File: src/design/rmslm_pkg.sv
package rmslm_pkg;

    localparam int SAMPLE_W   = 24;
    localparam int MAG_W      = SAMPLE_W;
    localparam int CMAG_W     = SAMPLE_W - 1;
    localparam int PCM_W      = 16;
    localparam int LEVEL_W    = 16;
    localparam int GAIN_W     = 8;
    localparam int SCALE_W    = 15;
    localparam int PMUL_W     = CMAG_W + SCALE_W;
    localparam int SQ_W       = 2 * (SAMPLE_W - 1) + 1;
    localparam int SUM_W      = 58;
    localparam int CNT_W      = 13;
    localparam int ROOT_W     = SUM_W / 2;
    localparam int SREM_W     = ROOT_W + 2;
    localparam int PROD_W     = ROOT_W + GAIN_W;
    localparam int LVL_SHIFT  = 7;
    localparam int ITER_W     = 6;
    localparam int PC_W       = 4;

    localparam logic [CNT_W-1:0]   MAX_BLOCK   = CNT_W'(4096);
    localparam logic [MAG_W-1:0]   ONE_Q22     = MAG_W'(4194304);
    localparam logic [SCALE_W-1:0] PCM_SCALE   = SCALE_W'(32767);
    localparam logic [LEVEL_W-1:0] LEVEL_FULL  = LEVEL_W'(32768);
    localparam logic [GAIN_W-1:0]  GAIN_RESET  = GAIN_W'(10);
    localparam logic [SUM_W-1:0]   SUM_MAX     = {SUM_W{1'b1}};
    localparam logic [ITER_W-1:0]  DIV_LAST    = ITER_W'(SUM_W - 1);
    localparam logic [ITER_W-1:0]  SQRT_LAST   = ITER_W'(ROOT_W - 1);

    localparam logic [PC_W-1:0] PC_WAIT = PC_W'(0);
    localparam logic [PC_W-1:0] PC_CONV = PC_W'(1);
    localparam logic [PC_W-1:0] PC_ACC  = PC_W'(2);
    localparam logic [PC_W-1:0] PC_DINI = PC_W'(3);
    localparam logic [PC_W-1:0] PC_DIV  = PC_W'(4);
    localparam logic [PC_W-1:0] PC_SINI = PC_W'(5);
    localparam logic [PC_W-1:0] PC_SQRT = PC_W'(6);
    localparam logic [PC_W-1:0] PC_GAIN = PC_W'(7);
    localparam logic [PC_W-1:0] PC_LVL  = PC_W'(8);

    typedef enum logic [3:0] {
        OP_WAIT    = 4'd0,
        OP_CONV    = 4'd1,
        OP_ACC     = 4'd2,
        OP_DIVINIT = 4'd3,
        OP_DIV     = 4'd4,
        OP_SQINIT  = 4'd5,
        OP_SQRT    = 4'd6,
        OP_GAIN    = 4'd7,
        OP_LEVEL   = 4'd8
    } t_op;

    typedef enum logic [1:0] {
        JMP_NEXT    = 2'd0,
        JMP_ALWAYS  = 2'd1,
        JMP_ITER    = 2'd2,
        JMP_NOTLAST = 2'd3
    } t_jmp;

    typedef struct packed {
        t_op             op;
        t_jmp            jmp;
        logic [PC_W-1:0] target;
    } t_uword;

    function automatic t_uword f_ucode(input logic [PC_W-1:0] pc);
        t_uword w;
        w = '{op: OP_WAIT, jmp: JMP_ALWAYS, target: PC_WAIT};
        unique case (pc)
            PC_WAIT: w = '{op: OP_WAIT,    jmp: JMP_NEXT,    target: PC_WAIT};
            PC_CONV: w = '{op: OP_CONV,    jmp: JMP_NEXT,    target: PC_WAIT};
            PC_ACC:  w = '{op: OP_ACC,     jmp: JMP_NOTLAST, target: PC_WAIT};
            PC_DINI: w = '{op: OP_DIVINIT, jmp: JMP_NEXT,    target: PC_WAIT};
            PC_DIV:  w = '{op: OP_DIV,     jmp: JMP_ITER,    target: PC_DIV};
            PC_SINI: w = '{op: OP_SQINIT,  jmp: JMP_NEXT,    target: PC_WAIT};
            PC_SQRT: w = '{op: OP_SQRT,    jmp: JMP_ITER,    target: PC_SQRT};
            PC_GAIN: w = '{op: OP_GAIN,    jmp: JMP_NEXT,    target: PC_WAIT};
            PC_LVL:  w = '{op: OP_LEVEL,   jmp: JMP_ALWAYS,  target: PC_WAIT};
            default: w = '{op: OP_WAIT,    jmp: JMP_ALWAYS,  target: PC_WAIT};
        endcase
        return w;
    endfunction

endpackage

File: src/design/rms_level_meter_pcm_convert_top.sv
// a beat is taken only in WAIT, then converted in CONV and registered for output in ACC,
// which stalls on a held output; a block-last beat goes on to divide, root, GAIN and LEVEL
// the block-last steps are the bit-serial divide (58 steps) and square root (29 steps)
// both run as loops of the microcode sequencer over one shared datapath
// i_rst_n is synchronous, active low: clears sequencer, sum, count, output valid, gain to 10
module rms_level_meter_pcm_convert_top (
    input  logic        i_clk,
    input  logic        i_rst_n,
    input  logic        i_cfg_we,
    input  logic [7:0]  i_cfg_wdata,
    input  logic        s_axis_tvalid,
    output logic        s_axis_tready,
    input  logic [23:0] s_axis_tdata,   // [23:0] sample_in
    input  logic        s_axis_tlast,   // block_last
    output logic        m_axis_tvalid,
    input  logic        m_axis_tready,
    output logic [31:0] m_axis_tdata,   // [15:0] pcm_out, [31:16] level_out
    output logic        m_axis_tuser    // level_valid
);

    localparam int SW = rmslm_pkg::SAMPLE_W;

    logic [rmslm_pkg::PC_W-1:0]    r_pc,   n_pc;
    logic [rmslm_pkg::ITER_W-1:0]  r_iter, n_iter;
    rmslm_pkg::t_uword             w_uw;

    logic [rmslm_pkg::GAIN_W-1:0]  r_gain;
    logic [SW-1:0]                 r_sample;
    logic                          r_last;
    logic                          r_neg;
    logic [rmslm_pkg::PMUL_W-1:0]  r_pmul;
    logic [rmslm_pkg::SQ_W-1:0]    r_sq;
    logic [rmslm_pkg::PCM_W-1:0]   r_pcm;
    logic [rmslm_pkg::SUM_W-1:0]   r_sum;
    logic [rmslm_pkg::CNT_W-1:0]   r_count;
    logic [rmslm_pkg::SUM_W-1:0]   r_dq;
    logic [rmslm_pkg::CNT_W-1:0]   r_drem;
    logic [rmslm_pkg::SREM_W-1:0]  r_srem;
    logic [rmslm_pkg::ROOT_W-1:0]  r_root;
    logic [rmslm_pkg::PROD_W-1:0]  r_prod;

    logic                          r_out_valid;
    logic [rmslm_pkg::PCM_W-1:0]   r_out_pcm;
    logic                          r_out_lv;
    logic [rmslm_pkg::LEVEL_W-1:0] r_out_level;

    logic                          w_neg;
    logic [rmslm_pkg::MAG_W-1:0]   w_mag;
    logic [rmslm_pkg::CMAG_W-1:0]  w_cmag;
    logic [rmslm_pkg::PCM_W-1:0]   w_pmag;
    logic [rmslm_pkg::PCM_W-1:0]   w_pcm;
    logic [rmslm_pkg::SUM_W:0]     w_sum_add;
    logic [rmslm_pkg::CNT_W:0]     w_dshift;
    logic                          w_dge;
    logic [rmslm_pkg::SREM_W-1:0]  w_sshift;
    logic [rmslm_pkg::SREM_W-1:0]  w_trial;
    logic                          w_sge;
    logic [rmslm_pkg::PROD_W-rmslm_pkg::LVL_SHIFT-1:0] w_lvl;
    logic [rmslm_pkg::LEVEL_W-1:0] w_level;
    logic                          w_out_free;
    logic                          w_stall;
    logic                          w_in_acc;
    logic                          w_emit_acc;
    logic                          w_emit_lvl;

    assign w_uw       = rmslm_pkg::f_ucode(r_pc);
    assign w_out_free = !r_out_valid || m_axis_tready;

    always_comb begin
        w_stall = 1'b0;
        unique case (w_uw.op)
            rmslm_pkg::OP_WAIT:  w_stall = !s_axis_tvalid;
            rmslm_pkg::OP_ACC:   w_stall = !w_out_free;
            rmslm_pkg::OP_LEVEL: w_stall = !w_out_free;
            default:             w_stall = 1'b0;
        endcase
    end

    assign s_axis_tready = (w_uw.op == rmslm_pkg::OP_WAIT);
    assign w_in_acc      = s_axis_tvalid && s_axis_tready;
    assign w_emit_acc    = (w_uw.op == rmslm_pkg::OP_ACC) && !w_stall && !r_last;
    assign w_emit_lvl    = (w_uw.op == rmslm_pkg::OP_LEVEL) && !w_stall;

    // sequencer
    always_comb begin
        n_pc   = r_pc;
        n_iter = r_iter;
        if (!w_stall) begin
            n_pc = r_pc + rmslm_pkg::PC_W'(1);
            case (w_uw.jmp)
                rmslm_pkg::JMP_ALWAYS: n_pc = w_uw.target;
                rmslm_pkg::JMP_ITER: begin
                    if (r_iter != '0) begin
                        n_pc   = w_uw.target;
                        n_iter = r_iter - rmslm_pkg::ITER_W'(1);
                    end
                end
                rmslm_pkg::JMP_NOTLAST: begin
                    if (!r_last) begin
                        n_pc = w_uw.target;
                    end
                end
                default: n_pc = r_pc + rmslm_pkg::PC_W'(1);
            endcase
            if (w_uw.op == rmslm_pkg::OP_DIVINIT) begin
                n_iter = rmslm_pkg::DIV_LAST;
            end else if (w_uw.op == rmslm_pkg::OP_SQINIT) begin
                n_iter = rmslm_pkg::SQRT_LAST;
            end
        end
    end

    // datapath arithmetic
    assign w_neg  = r_sample[SW-1];
    assign w_mag  = w_neg ? rmslm_pkg::MAG_W'(-r_sample) : r_sample;
    assign w_cmag = (w_mag > rmslm_pkg::ONE_Q22) ? rmslm_pkg::ONE_Q22[rmslm_pkg::CMAG_W-1:0]
                                                : w_mag[rmslm_pkg::CMAG_W-1:0];
    assign w_pmag = r_pmul[rmslm_pkg::PMUL_W-1 -: rmslm_pkg::PCM_W];
    assign w_pcm  = r_neg ? rmslm_pkg::PCM_W'(-w_pmag) : w_pmag;

    assign w_sum_add = {1'b0, r_sum} + (rmslm_pkg::SUM_W + 1)'(r_sq);

    assign w_dshift = {r_drem, r_dq[rmslm_pkg::SUM_W-1]};
    assign w_dge    = (w_dshift >= {1'b0, r_count});

    assign w_sshift = {r_srem[rmslm_pkg::SREM_W-3:0], r_dq[rmslm_pkg::SUM_W-1 -: 2]};
    assign w_trial  = {r_root, 2'b01};
    assign w_sge    = (w_sshift >= w_trial);

    assign w_lvl   = r_prod[rmslm_pkg::PROD_W-1:rmslm_pkg::LVL_SHIFT];
    assign w_level = (w_lvl > (rmslm_pkg::PROD_W - rmslm_pkg::LVL_SHIFT)'(rmslm_pkg::LEVEL_FULL))
                   ? rmslm_pkg::LEVEL_FULL : w_lvl[rmslm_pkg::LEVEL_W-1:0];

    always_ff @(posedge i_clk) begin
        if (!i_rst_n) begin
            r_pc    <= rmslm_pkg::PC_WAIT;
            r_iter  <= '0;
            r_gain  <= rmslm_pkg::GAIN_RESET;
            r_sum   <= '0;
            r_count <= '0;
        end else begin
            r_pc   <= n_pc;
            r_iter <= n_iter;
            if (i_cfg_we) begin
                r_gain <= i_cfg_wdata;
            end
            if ((w_uw.op == rmslm_pkg::OP_ACC) && !w_stall
                && (r_count < rmslm_pkg::MAX_BLOCK)) begin
                r_sum   <= w_sum_add[rmslm_pkg::SUM_W] ? rmslm_pkg::SUM_MAX
                                                       : w_sum_add[rmslm_pkg::SUM_W-1:0];
                r_count <= r_count + rmslm_pkg::CNT_W'(1);
            end
            if (w_emit_lvl) begin
                r_sum   <= '0;
                r_count <= '0;
            end
        end
    end

    always_ff @(posedge i_clk) begin
        if (w_in_acc) begin
            r_sample <= s_axis_tdata;
            r_last   <= s_axis_tlast;
        end
        if (!w_stall) begin
            unique case (w_uw.op)
                rmslm_pkg::OP_CONV: begin
                    r_neg  <= w_neg;
                    r_pmul <= rmslm_pkg::PMUL_W'(w_cmag)
                            * rmslm_pkg::PMUL_W'(rmslm_pkg::PCM_SCALE);
                    r_sq   <= rmslm_pkg::SQ_W'(w_mag) * rmslm_pkg::SQ_W'(w_mag);
                end
                rmslm_pkg::OP_ACC: begin
                    r_pcm <= w_pcm;
                end
                rmslm_pkg::OP_DIVINIT: begin
                    r_dq   <= r_sum;
                    r_drem <= '0;
                end
                rmslm_pkg::OP_DIV: begin
                    r_drem <= w_dge ? rmslm_pkg::CNT_W'(w_dshift - {1'b0, r_count})
                                    : w_dshift[rmslm_pkg::CNT_W-1:0];
                    r_dq   <= {r_dq[rmslm_pkg::SUM_W-2:0], w_dge};
                end
                rmslm_pkg::OP_SQINIT: begin
                    r_srem <= '0;
                    r_root <= '0;
                end
                rmslm_pkg::OP_SQRT: begin
                    r_srem <= w_sge ? (w_sshift - w_trial) : w_sshift;
                    r_root <= {r_root[rmslm_pkg::ROOT_W-2:0], w_sge};
                    r_dq   <= {r_dq[rmslm_pkg::SUM_W-3:0], 2'b00};
                end
                rmslm_pkg::OP_GAIN: begin
                    r_prod <= rmslm_pkg::PROD_W'(r_root) * rmslm_pkg::PROD_W'(r_gain);
                end
                default: begin
                end
            endcase
        end
    end

    // output register
    always_ff @(posedge i_clk) begin
        if (!i_rst_n) begin
            r_out_valid <= 1'b0;
        end else if (w_emit_acc || w_emit_lvl) begin
            r_out_valid <= 1'b1;
        end else if (m_axis_tready) begin
            r_out_valid <= 1'b0;
        end
    end

    always_ff @(posedge i_clk) begin
        if (w_emit_acc) begin
            r_out_pcm   <= w_pcm;
            r_out_lv    <= 1'b0;
            r_out_level <= '0;
        end else if (w_emit_lvl) begin
            r_out_pcm   <= r_pcm;
            r_out_lv    <= 1'b1;
            r_out_level <= w_level;
        end
    end

    assign m_axis_tvalid = r_out_valid;
    assign m_axis_tdata  = {r_out_level, r_out_pcm};
    assign m_axis_tuser  = r_out_lv;

endmodule

File: config.mk
export PLATFORM = sky130hd
export DESIGN_NAME = rms_level_meter_pcm_convert_top
export DESIGN_NICKNAME = d
export VERILOG_FILES = /design/src/design/rmslm_pkg.sv /design/src/design/rms_level_meter_pcm_convert_top.sv
export SDC_FILE = /design/constraint.sdc
export NUM_CORES = 2
export LEC_CHECK = 0
export ABC_AREA = 1
export BUFFER_PORTS_ARGS = -buffer_cell sky130_fd_sc_hd__buf_2
export CAP_MARGIN = 20
export CORE_ASPECT_RATIO = 0.9
export CORE_MARGIN = 4
export CORE_UTILIZATION = 55
export DETAILED_ROUTE_END_ITERATION = 8
export PLACE_DENSITY_LB_ADDON = 0.25
export SYNTH_ARGS = -nofsm -noshare
export SYNTH_HDL_FRONTEND = slang
export SYNTH_SLANG_ARGS = --single-unit
File: constraint.sdc
create_clock -name i_clk -period 9.6 [get_ports i_clk]
set_clock_uncertainty 0.2 [all_clocks]
set_input_delay 1.92 -clock i_clk [delete_from_list [all_inputs] [get_ports i_clk]]
set_output_delay 1.92 -clock i_clk [all_outputs]
set_load 0.03 [all_outputs]
# Word-level counts from Yosys, hierarchy flattened
# Memories as Yosys holds them, arrays and structs flattened. A register that Yosys moved wholly into a read port is not among the register bits.
# Cells that the tools add are included.
[totals]
reg_bits = 416
romBits = 128
n_memories = 1
[classes]
addsub = 8
multipliers = 3
order_cmp = 5
eq_ne = 11
mux = 25
n_bitwise = 2
n_reduce_logical = 30
[mem_list]
columns = ["memory", "depth", "width", "rd", "rd_ports_with_merged_regs", "wr", "line", "source"]
rows = [
  ["(no name shown)", 16, 8, 1, 1, 0, "rmslm_pkg.sv:68", "unique case (pc)"],
]
[ops]
columns = ["cell", "n"]
rows = [
  ["$pmux 58 s3", 1],
  ["$pmux 29 s2", 2],
  ["$mux 16", 4],
  ["$add 58x47->59", 1],
  ["$mux 58", 1],
  ["$mul 24x24->47", 1],
  ["$mul 23x15->38 const B", 1],
  ["$mul 29x8->37", 1],
  ["$ge 31x31->1", 1],
  ["$gt 30x16->1 const B", 1],
  ["$mux 29", 1],
  ["$sub 29x29->29", 1],
  ["$pmux 13 s2", 1],
  ["$gt 24x23->1 const B", 1],
  ["$mux 24", 1],
  ["$mux 6", 4],
  ["$neg 24->24", 1],
  ["$mux 23", 1],
  ["$eq 4x3->1 const B", 4],
  ["$mux 4", 4],
  ["$neg 16->16", 1],
  ["$ge 14x13->1", 1],
  ["$add 13x1->13 const B", 1],
  ["$lt 13x13->1 const B", 1],
  ["23 further kinds", 47],
]

# Logic depth before layout (Yosys ltp)
[logic_depth]
ltp_word = 9
ltp_mapped = 39
depth_no_buf = 37

# Worst setup path after synthesis
# No wires, ideal clock.
[synth_timing]
kind = "register -> register"
startpoint = "register r_sample[0]"
endpoint = "register r_sq[37] (netlist name) (data pin)"
arrival_time_ns = 7.253
required_ns = 9.148
setup_slack_ns = 1.895
stages_incl_launch_ff = 35
n_path_buf = 2
period_less_slack_ns = 7.705
path_cell_list = "edfxtp_1 -> inv_2 -> clkbuf_1 -> ha_1 -> inv_1 -> nor2_2 -> nand3_2 -> nand2_4 -> nand2_1 -> nand2_2 -> clkinv_1 -> clkbuf_1 -> nor2_1 -> fa_1 -> fa_1 -> inv_1 -> fa_1 -> fa_1 -> inv_1 -> fa_1 -> inv_1 -> fa_1 -> inv_1 -> fa_1 -> ha_1 -> nand2_1 -> nor2_1 -> inv_1 -> nor2_1 -> nor2_1 -> o21ai_0 -> a21o_1 -> nand3_1 -> nand3_1 -> nand2_1"
[synth_via]
elab_chain_len = 3
[synth_lines]
columns = ["element", "line", "source"]
rows = [
  ["start: declaration", "rms_level_meter_pcm_convert_top.sv:28", "logic [SW-1:0] r_sample;"],
  ["start signal: assignment", "rms_level_meter_pcm_convert_top.sv:162", "r_sample <= s_axis_tdata;"],
  ["$neg 24->24", "rms_level_meter_pcm_convert_top.sv:115", "assign w_mag = w_neg ? rmslm_pkg::MAG_W'(-r_sample) : r_sample;"],
  ["$mux 24 *", "rms_level_meter_pcm_convert_top.sv:115", ""],
  ["$mul 24x24->47 *", "rms_level_meter_pcm_convert_top.sv:171", "r_sq <= rmslm_pkg::SQ_W'(w_mag) * rmslm_pkg::SQ_W'(w_mag);"],
  ["end signal: assignment", "rms_level_meter_pcm_convert_top.sv:171", ""],
  ["end: declaration", "rms_level_meter_pcm_convert_top.sv:32", "logic [rmslm_pkg::SQ_W-1:0] r_sq;"],
]
# Every way passes the cells marked *; elsewhere a longest branch is shown, timed or not.
# A chain may end at the register's enable or synchronous reset.

# Worst setup path after layout
[layout_timing]
startpoint = "register r_sample[0]"
endpoint = "register r_sq[45] (netlist name) (data pin)"
# Same word-level chain as after synthesis.

==> impl_metrics.tcl <==
set metrics [dict create \
    crit_path_start_kind "register" \
    synth.most_common_cell "inv_1" \
    regToRegSetupSlack_ns 0.76 \
    postSynthAreaPerCell_um2 8.10 \
    fin_cells 7878 \
    cts_tree "built" \
    period_share 0.921 \
    synthMuxAreaShare 0 \
    cp-startpoint "r_sample[0]" \
    tns_ns 0 \
    numCtsBuffers 47 \
    crit_path_end_kind "register" \
    final_core_util 0.592 \
    first_pass_iters 5 \
    grt_antenna_before_repair 3 \
    die_area_mm2 0.102 \
    synth_top_cells_by_count "inv_1 (1434), nand2_1 (1393), fa_1 (752), nor2_1 (596), ha_1 (406)" \
    cts.clk_slew.worst_paths_ns 0.06 \
    synth-edff-count 279 \
    seq_area_mm2 0.0107 \
    rows 107 \
    syn_to_final_growth_pct 6.08 \
    dpl_cell_area_mm2 0.0548 \
    first_iter_violations 3515 \
    place_hpwl_um 121000 \
    crit_end "r_sq[45]" \
    yosysUniqueCellTypes 67 \
    place.gp.congestion 0.978 \
    drive_gt1_frac 0.0515 \
    antenna_left 0 \
    grt_pass1_vias 43318 \
    design_area_mm2 0.0564 \
    period_minus_slack_ns 8.84 \
    die_y_um 303 \
    clock-sinks 394 \
    cts_resized 0 \
    multi_input_area_mm2 0.0364 \
    cts-root-buf "clkbuf_16" \
    yosys.area_share.simple 0.196 \
    critPathKind "register to register" \
    synth_seq_cells 394 \
    fp.dieW_um 336 \
    reg2regPathDepth 31 \
    cp_slowest_stage_delay_ns 0.54 \
    arrival_ns 9.03 \
    synth_top_family_by_area "adder cells" \
    nNetsFinal 7782 \
    finalHoldViolCount 0 \
    synth_warnings 0 \
    synth_compound_area_frac 0.0819 \
    cts_setup_buffers 0 \
    grt_max_degree 63 \
    slew_violations 0 \
    hold_buffers 0 \
    dpl.cell_count 7789 \
    routed_wl_um 146000 \
    overflow 0 \
    drv_cap 0 \
    critPathMaxFanout 24 \
    setup_viol 0 \
    synthAdderAreaFrac 0.379 \
    gr-usage-all-layers 0.296 \
    cts_max_path_buffers 3 \
    grt_pass1_wl_um 237000 \
    critPathRequiredTime_ns 9.79 \
    synth.area.top_cells "fa_1 (28%), edfxtp_1 (16%), inv_1 (10%)" \
    portBuffers 72 \
    ys_seq_area_frac 0.201 \
    synth.top_cell.area_share 0.283 \
    worst_slew_pin_slew_ns 0.956 \
    relSlewSlack 0.362 \
    yosysTopAreaCell "fa_1" \
    fmax_mhz 113 \
    syn-cell-area_mm2 0.0532 \
    r2r-end "r_sq[45]" \
    start_util 0.558 \
    r2r-start "r_sample[0]" \
    status "completed" \
    synth_xor_area_frac 0.0259 \
    insertion_delay_ns 0.63 \
    rsz0062_at_grt "false" \
    synth_ff_type "edfxtp_1" \
    hold_path.class "register to register" \
    synthCells 6567 \
    vias 42725 \
    fill_cells 8737 \
    core_area_mm2 0.0953 \
    vias_per_cell 5.42 \
    num_io_pins 73 \
    cp_slowest_cell "fa_1" \
    synthArstFlopShare 0 \
    wl_per_cell_um 18.5 \
    htree_levels 2 \
    drcViolationCount 0 \
]
-- logic make-up after synthesis --
kind of cell,count (synthesis)
AOI/OAI and AO/OA,750
xor gates and xnor gates,157
adders and majority gates,1158
buffers and inverters,1624
DFF,394
other,2
and+or+nand+nor,2482
-- worst min path at each step --
stage	start	endpoint	cells past startpoint
3_3_place_gp	r_pmul[22]	r_pcm[0]	0
2_1_floorplan	r_pmul[22]	r_pcm[0]	0
6_report	r_pmul[22]	r_pcm[0]	0
5_1_grt	r_pmul[22]	r_pcm[0]	0
3_5_place_dp	r_pmul[22]	r_pcm[0]	0
4_1_cts	r_pmul[22]	r_pcm[0]	0
-- layout by cell type (no fill, tap or decap), types with 11 or more instances in the layout --
cell,n
inv_2,22
xor2_1,93
xnor2_1,64
nor4_1,18
o21bai_1,34
inv_1,1433
o21ai_1,22
conb_1,18
clkbuf_16,51
nand3_1,234
clkinv_1,12
fa_1,752
nand4_1,49
nor3_1,63
a31oi_1,22
nor2_1,593
a21oi_1,309
a21o_1,35
nor2_4,11
edfxtp_1,279
nand2_4,11
o21ai_0,226
nand2_1,1391
nand3b_1,16
ha_1,406
buf_4,40
a21oi_2,11
nand2_2,40
buf_2,72
dfxtp_1,115
o221ai_1,25
o211ai_1,26
nor2_2,15
-- metrics by stage --
stage          hold slack, ns  setup slack [ns]
2_1_floorplan           0.226              1.89
4_1_cts                 0.250             0.796
3_3_place_gp            0.232             0.850
6_report                0.250             0.757
5_1_grt                 0.268             0.372
3_5_place_dp            0.241             0.845
-- worst max-delay path: cells and delay by family, from the launching register on --
family | cells | cell delay (ns)
XOR/XNOR | 1 | 0.07
adder cells (fa/ha/maj) | 8 | 3.92
buffers and inverters | 9 | 1.21
flip-flops | 1 | 0.43
AND/OR/NAND/NOR | 13 | 2.74
-- cell type report --
type                            instances  area share
Clock buffer                           61      0.0238
Clock inverter                         25     0.00424
Multi-Input combinational cell       4565       0.645
Inverter                             1465      0.0975
Tap cell                             1253      0.0278
Timing Repair Buffer                  113      0.0122
Sequential cell                       394       0.189
Antenna cell                            2   0.0000887
-- per-layer routing --
metal	part of all wire	wire length, um	track usage	up-vias
met5	0	0	0	-
met4	0.023	3390	0.0644	0
met3	0.089	13000	0.0662	200
met2	0.42	62000	0.447	1476
met1	0.46	67800	0.440	20727
li1	-	-	-	20322
-- flip-flops by register name, summed over array words and instances, names as in the netlist, 4 cells and up --
register,cells
r_sum,58
r_pcm,16
r_iter,6
r_out_level,16
r_pmul,16
r_srem,29
r_sq,46
r_root,29
w_uw,8
r_count,13
r_pc,4
r_dq,58
r_drem,13
r_out_pcm,16
r_prod,30
r_sample,24
r_gain,8
Power is not shown: default switching activity piles up to over one toggle a cycle in this logic, so the estimate is an artifact.
